===== src/rtl/sm3_pkg.sv =====
// SM3 compression package: word and state types, initial value, round
// constants, control bundles and the rotate/permute helpers.
// No dependencies.
package sm3_pkg;

  typedef logic [31:0] word_t;
  typedef logic [7:0][31:0] state_t;

  // Index 0 is word A of the initial value.
  localparam state_t IV = {
    32'hB0FB0E4E, 32'hE38DEE4D, 32'h163138AA, 32'hA96F30BC,
    32'hDA8A0600, 32'h172442D7, 32'h4914B2B9, 32'h7380166F
  };

  localparam word_t T_LOW  = 32'h79CC4519;
  localparam word_t T_HIGH = 32'h7A879D8A;

  localparam int unsigned BLOCK_WORDS = 16;
  localparam int unsigned ROUNDS      = 64;
  localparam int unsigned DIGEST_LEN  = 8;

  typedef struct packed {
    logic push;
    logic step;
  } sched_ctrl_t;

  typedef struct packed {
    logic       load;
    logic       step;
    logic [5:0] round;
  } round_ctrl_t;

  function automatic word_t rotl(input word_t x, input int unsigned n);
    word_t r;
    r = (x << n) | (x >> (32 - n));
    return r;
  endfunction

  function automatic word_t perm0(input word_t x);
    return x ^ rotl(x, 9) ^ rotl(x, 17);
  endfunction

  function automatic word_t perm1(input word_t x);
    return x ^ rotl(x, 15) ^ rotl(x, 23);
  endfunction

endpackage


===== src/rtl/sm3_if.sv =====
// Valid/ready channel interfaces for the SM3 compression block.
// Depends on sm3_pkg for the word type.
interface sm3_in_if;
  logic              valid;
  logic              ready;
  sm3_pkg::word_t    message_word;
  logic              first_block;
  logic              final_block;

  modport source (output valid, output message_word, output first_block,
                  output final_block, input ready);
  modport sink (input valid, input message_word, input first_block,
                input final_block, output ready);
endinterface

interface sm3_out_if;
  logic              valid;
  logic              ready;
  sm3_pkg::word_t    digest_word;
  logic              digest_last;

  modport source (output valid, output digest_word, output digest_last,
                  input ready);
  modport sink (input valid, input digest_word, input digest_last,
                output ready);
endinterface


===== src/rtl/sm3_sched.sv =====
// Message schedule: a 16-word sliding window that takes the block words
// and then produces W[j] and W'[j] one round at a time. Depends on sm3_pkg.
module sm3_sched (
  input  logic                  clk_i,
  input  sm3_pkg::sched_ctrl_t  ctrl_i,
  input  sm3_pkg::word_t        data_i,
  output sm3_pkg::word_t        w_o,
  output sm3_pkg::word_t        wp_o
);

  sm3_pkg::word_t win_q [sm3_pkg::BLOCK_WORDS];
  sm3_pkg::word_t w_new;
  sm3_pkg::word_t shift_in;

  // Window holds W[j..j+15]; next word is W[j+16].
  assign w_new = sm3_pkg::perm1(win_q[0] ^ win_q[7] ^ sm3_pkg::rotl(win_q[13], 15))
               ^ sm3_pkg::rotl(win_q[3], 7) ^ win_q[10];
  assign shift_in = ctrl_i.push ? data_i : w_new;

  always_ff @(posedge clk_i) begin
    if (ctrl_i.push || ctrl_i.step) begin
      for (int i = 0; i < sm3_pkg::BLOCK_WORDS - 1; i++) begin
        win_q[i] <= win_q[i+1];
      end
      win_q[sm3_pkg::BLOCK_WORDS-1] <= shift_in;
    end
  end

  assign w_o  = win_q[0];
  assign wp_o = win_q[0] ^ win_q[4];

endmodule


===== src/rtl/sm3_round.sv =====
// Shared SM3 round unit: working registers A..H and the rotating round
// constant, advanced one round per step. Depends on sm3_pkg.
module sm3_round (
  input  logic                  clk_i,
  input  sm3_pkg::round_ctrl_t  ctrl_i,
  input  sm3_pkg::state_t       cv_i,
  input  sm3_pkg::word_t        w_i,
  input  sm3_pkg::word_t        wp_i,
  output sm3_pkg::state_t       v_o
);

  sm3_pkg::state_t v_q, v_d;
  sm3_pkg::word_t  t_q, t_d;
  sm3_pkg::word_t  a12, ss1, ss2, ff, gg, tt1, tt2;
  logic            early;

  assign early = (ctrl_i.round < 6'd16);

  always_comb begin
    a12 = sm3_pkg::rotl(v_q[0], 12);
    ss1 = sm3_pkg::rotl(a12 + v_q[4] + t_q, 7);
    ss2 = ss1 ^ a12;
    if (early) begin
      ff = v_q[0] ^ v_q[1] ^ v_q[2];
      gg = v_q[4] ^ v_q[5] ^ v_q[6];
    end else begin
      ff = (v_q[0] & v_q[1]) | (v_q[0] & v_q[2]) | (v_q[1] & v_q[2]);
      gg = (v_q[4] & v_q[5]) | (~v_q[4] & v_q[6]);
    end
    tt1 = ff + v_q[3] + ss2 + wp_i;
    tt2 = gg + v_q[7] + ss1 + w_i;
    v_d[0] = tt1;
    v_d[1] = v_q[0];
    v_d[2] = sm3_pkg::rotl(v_q[1], 9);
    v_d[3] = v_q[2];
    v_d[4] = sm3_pkg::perm0(tt2);
    v_d[5] = v_q[4];
    v_d[6] = sm3_pkg::rotl(v_q[5], 19);
    v_d[7] = v_q[6];
    // Constant for round j is T rotated by j mod 32; switch T at round 16.
    t_d = (ctrl_i.round == 6'd15) ? sm3_pkg::rotl(sm3_pkg::T_HIGH, 16)
                                  : sm3_pkg::rotl(t_q, 1);
  end

  always_ff @(posedge clk_i) begin
    if (ctrl_i.load) begin
      v_q <= cv_i;
      t_q <= sm3_pkg::T_LOW;
    end else if (ctrl_i.step) begin
      v_q <= v_d;
      t_q <= t_d;
    end
  end

  assign v_o = v_q;

endmodule


===== src/rtl/sm3_compression.sv =====
// SM3 compression top level: sequencer, chaining value and digest output.
// Depends on sm3_pkg, sm3_if, sm3_sched and sm3_round.
//
// Sixteen message words are taken one per cycle while the source holds valid;
// the sixteenth starts the compression, which runs 64 rounds through a single
// round unit at one round per cycle, then folds into the chaining value.
// Input is not ready from the last word of a block until the fold is done;
// a final block then presents eight digest words, one per cycle when the
// sink is ready, with input held off until the eighth beat is taken.
// After reset the chaining value is the SM3 initial value.
module sm3_compression (
  input  logic             clk_i,
  input  logic             rst_ni,
  sm3_in_if.sink           in_if,
  sm3_out_if.source        out_if
);

  typedef enum logic [3:0] {
    S_LOAD  = 4'b0001,
    S_ROUND = 4'b0010,
    S_FOLD  = 4'b0100,
    S_EMIT  = 4'b1000
  } state_e;

  state_e               state_q, state_d;
  logic [3:0]           word_idx_q, word_idx_d;
  logic [5:0]           round_q, round_d;
  logic [2:0]           emit_q, emit_d;
  logic                 final_q, final_d;
  sm3_pkg::state_t      cv_q, cv_d;
  sm3_pkg::state_t      v;
  sm3_pkg::word_t       w, wp;
  sm3_pkg::sched_ctrl_t sched_ctrl;
  sm3_pkg::round_ctrl_t round_ctrl;
  logic                 in_beat, out_beat;

  assign in_if.ready  = (state_q == S_LOAD);
  assign in_beat      = in_if.valid && in_if.ready;
  assign out_if.valid = (state_q == S_EMIT);
  assign out_beat     = out_if.valid && out_if.ready;
  assign out_if.digest_word = cv_q[emit_q];
  assign out_if.digest_last = (emit_q == 3'(sm3_pkg::DIGEST_LEN - 1));

  always_comb begin
    state_d    = state_q;
    word_idx_d = word_idx_q;
    round_d    = round_q;
    emit_d     = emit_q;
    final_d    = final_q;
    cv_d       = cv_q;
    sched_ctrl = '0;
    round_ctrl = '0;
    round_ctrl.round = round_q;
    unique case (state_q)
      S_LOAD: begin
        if (in_beat) begin
          sched_ctrl.push = 1'b1;
          word_idx_d = word_idx_q + 4'd1;
          if (word_idx_q == 4'd0 && in_if.first_block) begin
            cv_d = sm3_pkg::IV;
          end
          if (word_idx_q == 4'(sm3_pkg::BLOCK_WORDS - 1)) begin
            // Load A..H from the chaining value; a reload on word zero is
            // already in cv_q by now.
            round_ctrl.load = 1'b1;
            final_d = in_if.final_block;
            round_d = '0;
            state_d = S_ROUND;
          end
        end
      end
      S_ROUND: begin
        sched_ctrl.step = 1'b1;
        round_ctrl.step = 1'b1;
        round_d = round_q + 6'd1;
        if (round_q == 6'(sm3_pkg::ROUNDS - 1)) begin
          state_d = S_FOLD;
        end
      end
      S_FOLD: begin
        cv_d    = cv_q ^ v;
        emit_d  = '0;
        state_d = final_q ? S_EMIT : S_LOAD;
      end
      S_EMIT: begin
        if (out_beat) begin
          emit_d = emit_q + 3'd1;
          if (out_if.digest_last) begin
            state_d = S_LOAD;
          end
        end
      end
      default: begin
        state_d = S_LOAD;
      end
    endcase
  end

  always_ff @(posedge clk_i or negedge rst_ni) begin
    if (!rst_ni) begin
      state_q    <= S_LOAD;
      word_idx_q <= '0;
      round_q    <= '0;
      emit_q     <= '0;
      final_q    <= 1'b0;
      cv_q       <= sm3_pkg::IV;
    end else begin
      state_q    <= state_d;
      word_idx_q <= word_idx_d;
      round_q    <= round_d;
      emit_q     <= emit_d;
      final_q    <= final_d;
      cv_q       <= cv_d;
    end
  end

  sm3_sched u_sched (
    .clk_i  (clk_i),
    .ctrl_i (sched_ctrl),
    .data_i (in_if.message_word),
    .w_o    (w),
    .wp_o   (wp)
  );

  sm3_round u_round (
    .clk_i  (clk_i),
    .ctrl_i (round_ctrl),
    .cv_i   (cv_q),
    .w_i    (w),
    .wp_i   (wp),
    .v_o    (v)
  );

endmodule


===== src/flat_wrapper.sv =====
// flat-port wrapper written by rule: the top's interface ports become plain ports
module sm3_compression_flat 
  (clk_i, rst_ni, in_if_valid, in_if_message_word, in_if_first_block, in_if_final_block, in_if_ready, out_if_valid, out_if_digest_word, out_if_digest_last, out_if_ready);
  sm3_in_if in_if_i ();
  sm3_out_if out_if_i ();
  input  logic clk_i;
  input  logic rst_ni;
  input wire logic [$bits(in_if_i.valid)-1:0] in_if_valid;
  input wire logic [$bits(in_if_i.message_word)-1:0] in_if_message_word;
  input wire logic [$bits(in_if_i.first_block)-1:0] in_if_first_block;
  input wire logic [$bits(in_if_i.final_block)-1:0] in_if_final_block;
  output wire logic [$bits(in_if_i.ready)-1:0] in_if_ready;
  output wire logic [$bits(out_if_i.valid)-1:0] out_if_valid;
  output wire logic [$bits(out_if_i.digest_word)-1:0] out_if_digest_word;
  output wire logic [$bits(out_if_i.digest_last)-1:0] out_if_digest_last;
  input wire logic [$bits(out_if_i.ready)-1:0] out_if_ready;
  assign in_if_i.valid = in_if_valid;
  assign in_if_i.message_word = in_if_message_word;
  assign in_if_i.first_block = in_if_first_block;
  assign in_if_i.final_block = in_if_final_block;
  assign in_if_ready = in_if_i.ready;
  assign out_if_valid = out_if_i.valid;
  assign out_if_digest_word = out_if_i.digest_word;
  assign out_if_digest_last = out_if_i.digest_last;
  assign out_if_i.ready = out_if_ready;
  sm3_compression u_core (.clk_i(clk_i), .rst_ni(rst_ni), .in_if(in_if_i), .out_if(out_if_i));
endmodule

===== config.mk =====
export PLATFORM = sky130hd
export DESIGN_NAME = sm3_compression_flat
export DESIGN_NICKNAME = d
export VERILOG_FILES = /design/src/rtl/sm3_pkg.sv /design/src/rtl/sm3_if.sv /design/src/rtl/sm3_sched.sv /design/src/rtl/sm3_round.sv /design/src/rtl/sm3_compression.sv /design/src/flat_wrapper.sv
export SDC_FILE = /design/constraint.sdc
export NUM_CORES = 2
export LEC_CHECK = 0
export BUFFER_PORTS_ARGS = -buffer_cell sky130_fd_sc_hd__buf_4
export CELL_PAD_IN_SITES_DETAIL_PLACEMENT = 0
export CELL_PAD_IN_SITES_GLOBAL_PLACEMENT = 1
export CORE_MARGIN = 8
export CORE_UTILIZATION = 40
export DETAILED_ROUTE_END_ITERATION = 6
export PLACE_DENSITY_LB_ADDON = 0.1
export RECOVER_POWER = 25
export SLEW_MARGIN = 0
export SYNTH_ARGS = -nofsm -noshare
export SYNTH_HDL_FRONTEND = slang
export SYNTH_SLANG_ARGS = --single-unit

===== constraint.sdc =====
create_clock -name clk_i -period 16.02 [get_ports clk_i]
set_clock_uncertainty 0.15 [all_clocks]
set_input_delay 2.403 -clock clk_i [delete_from_list [all_inputs] [get_ports clk_i]]
set_output_delay 2.403 -clock clk_i [all_outputs]
set_load 0.02 [all_outputs]

==> summary.md <==
| Metric | Value |
|---|---|
| Run status | finished, violations left |
| Violations in the final reports | max-capacitance violations, max-slew violations |
| Path type of the worst setup path | flop to flop |
| Buffers from clock root to sink, at most | 3 |
| Number of ports placed on the die boundary | 73 |
| Footprint of the flip-flops and latches | approximately 31000 sq um |
| CP startpoint | u_core.u_round.v_o[21] |
| Ratio of cells with drive above 1 in the final layout | 12.1% |
| Clock root buffer | sky130_fd_sc_hd__clkbuf_16 |
| Area share of the largest cell type after synthesis | 42.8% |
| Initial drt markers | 3000 |
| Number of nets with antenna violations after routing | 0 |
| Place WS | around 8 ns |
| Area contributors post-synth | sky130_fd_sc_hd__edfxtp_1 (43%), sky130_fd_sc_hd__dfrtp_1 (7.1%), sky130_fd_sc_hd__fa_1 (7.0%) |
| HPWL reported at the end of detailed placement | 131000 microns |
| Worst reg-to-reg path cell count | 30 |
| Dominant combinational cell family by area after synthesis | simple AND/OR/NAND/NOR gates |
| Number of gates resized after cts | 0 |
| Cell taking the most area after synthesis | sky130_fd_sc_hd__edfxtp_1 |
| Global-route wire length before repair | 255000 microns |
| Final clock period utilization by the worst path | a little over half |
| Antenna violations before repair | 4 |
| Max stage delay cell, worst path | sky130_fd_sc_hd__o41ai_4 |
| Number of standard cells after synthesis | between 4000 and 5000 |
| Average detailed-routed wire length per instance | around 28 microns |
| Max cap viols | 1 |
| Number of global-route vias before repair | approximately 33000 |
| Largest stage delay, worst path | 0.65 ns |
| Hold Path Cell Cnt | 0 |
| Number of enable flip-flop cells after synthesis | 768 |
| Effective utilization at floorplan | 40.4% |
| Max Fanout on Critical Path | 6 |
| Total number of vias | ~35000 |
| Arithmetic-cell share of the synthesized area counting full adders, half adders and majority gates | a little under a tenth |
| Clock insertion delay at the later pin of the skew report | roughly 0.78 ns |
| DIE HEIGHT | 383 microns |
| Proportion of synthesized flip-flops having asynchronous set or reset | between 20 and 30% |
| Data required, critical path | between 15 and 20 ns |
| Setup repair after global routing missed its margin | false |
| Warnings, synthesis | 0 |
| Die width | 383 microns |
| Top library cells by usage in the layout, fill and taps aside | sky130_fd_sc_hd__nand2_1 (900), sky130_fd_sc_hd__edfxtp_1 (768), sky130_fd_sc_hd__xnor2_1 (296), sky130_fd_sc_hd__o21ai_0 (252), sky130_fd_sc_hd__inv_1 (217) |
| Post-Synthesis Mean Instance Area | 12.1 sq um |
| Die ar. | around 150000 sq um |
| Area fraction in compound gates after synthesis | 9.74% |
| Actual slew at the worst max-slew pin | 5.07 ns |
| Critical path launch point type | flop |
| Area of the mapped netlist | ~54000 sq um |
| Startpoint of the worst-slack reg-to-reg timing path | u_core.u_round.v_o[21] |
| Max transition margin | -238% |
| Startpoint of the most critical hold path | u_core.u_sched.win_q[0][82] |
| Final-layout fill cell count | ~12000 |
| Count of unresolved DRC violations after routing | 0 |
| Most frequent standard cell in the layout excluding fill and tap cells | sky130_fd_sc_hd__nand2_1 |
| Final total negative setup slack | 0 ns |
| Setup repair bufs after CTS | 0 |
| Post-synthesis simple-gate area fraction | under 10% |
| Capturing element type of the critical path | flop |
| Synthesized Nets | roughly 4800 |
| Number of slew-limit violations in the final report | 78 |
| Minimum period implied by the final worst setup slack | 8.34 ns |
| Post-synthesis sequential area ratio | 56.9% |
| Synthesized-area fraction occupied by xor and xnor cells | roughly 7% |
| Mux cell area share after synthesis | under 10% |
| Site row count | ~130 |
| Count of port buffers added during placement | 72 |
| Number of clock buffers inserted by TritonCTS | approximately 120 |
| Area of the multi-input gates | between 20000 and 25000 sq um |
| Core area | approximately 130000 sq um |
| Count of hold buffers inserted by post-cts repair | 0 |
| Pin count of the biggest net entering global routing | 195 |
| Count of state elements after synthesis | about 1100 |
| Detailed-route wire length | 180000 microns |
| CTS clk-pin slew, worst paths | about 0.060 ns |
| Flop-to-flop setup slack | between 7 and 8 ns |
| TritonCTS clock tree | built |
| Summed area of non-filler cells in the final layout | 60400 sq um |
| Total routing resource utilization after global routing | about a quarter |
| Final Hold Viols | 0 |
| Avg Vias per Cell | around 5.5 |
| Number of clock sinks seen by CTS | between 1000 and 1500 |
| Net total in the final layout | roughly 4800 |
| Overall overflow remaining after global route | 0 |
| Max frequency | roughly 0.12 GHz |
| CP arrival | between 8 and 9 ns |
| Path category of the worst min-delay check | flop to flop |
| Layout-stage area growth over the synthesis result | 11.9% |
| H-tree depth | 3 |
| RePlAce Congestion | approximately 0.93 |
| Worst Setup Slack, final | between 7 and 8 ns |
| Number of iterations in the first detailed-routing pass | 5 |
| Area after DPL | around 56000 sq um |
| Final count of negative-setup-slack endpoints | 0 |
| Count of distinct cell types in the synthesized netlist | 78 |
| Ys flop type | sky130_fd_sc_hd__edfxtp_1 |
==> kinds of logic after synthesis <==
group	after synthesis
simple gates	1303
flops	1074
compound gates	834
xor+xnor	431
buf+inv	407
fa+ha+maj	285
mux	138
==> per-layer routing <==
metal / share of wire [%] / global-route usage (%)
met1: 45 / 33.7
met2: 47 / 38.7
met3: 4.7 / 3.54
met4: 3.5 / 7.68
met5: 0.019 / 0
==> worst paths after layout <==
kind / end
max: u_core.u_round.v_o[141]
min reg2reg: u_core.u_sched.win_q[0][50]
min in group asynchronous: u_core.cv_q[218]
min: u_core.u_sched.win_q[0][50]
max reg2reg: u_core.u_round.v_o[141]
max in group asynchronous: u_core.emit_q[1]
==> area by class of cell <==
| class | instances | share of cell area (%) |
|---|---|---|
| Timing Repair Buffer | 113 | 1.50 |
| Clock buffer | 147 | 5.29 |
| Tap cell | 1768 | 3.66 |
| Clock inverter | 76 | 1.26 |
| Inverter | 217 | 1.35 |
| Antenna cell | 3 | 0.0124 |
| Sequential cell | 1074 | 50.9 |
| Multi-Input combinational cell | 2991 | 36.0 |
==> per-stage QoR <==
| stage | util (%) | hold WS [ns] | instances |
|---|---|---|---|
| global route | 45.2 | 0.263 | 6386 |
| global placement | 42.2 | 0.250 | 6163 |
| finish | 45.2 | 0.252 | 6389 |
| detailed placement | 42.2 | 0.255 | 6163 |
| floorplan | - | 0.250 | 4472 |
| CTS | 45.2 | 0.263 | 6386 |
==> state kept, by name (all words and copies together), names as in the netlist <==
name	flops
u_core.round_q	6
u_core.word_idx_q	4
u_core.cv_q	256
u_core.state_q	4
u_core.u_round.t_q	32
u_core.emit_q	3
u_core.final_q	1
u_core.u_round.v_o	256
u_core.u_sched.win_q	512
==> worst max-delay path: cells and delay by family (launching register included) <==
kind / cells / cell delay, ns
AO/OA/AOI/OAI: 14 / 3.16
XOR/XNOR: 3 / 1.06
adder cells (fa/ha/maj): 6 / 2.39
buffers and inverters: 4 / 0.31
flip-flops: 1 / 0.46
AND/OR/NAND/NOR: 3 / 0.46
==> Yosys cell counts (all sizes together), types with 32 or more instances <==
cell type    n
nand2      905
inv        217
clkbuf     177
mux2        34
fa         188
edfxtp     768
dfrtp      154
mux4        64
a31oi      129
dfstp      120
nor3        34
xor2       131
ha          97
nand3      177
dfxtp       32
a21oi      133
nor2       111
xnor2      297
o21ai      260
a211oi     129
mux2i       40
Power is left out: the tool's default activity adds up to more than one toggle a clock period on the data nets, which glitch-free logic cannot reach.
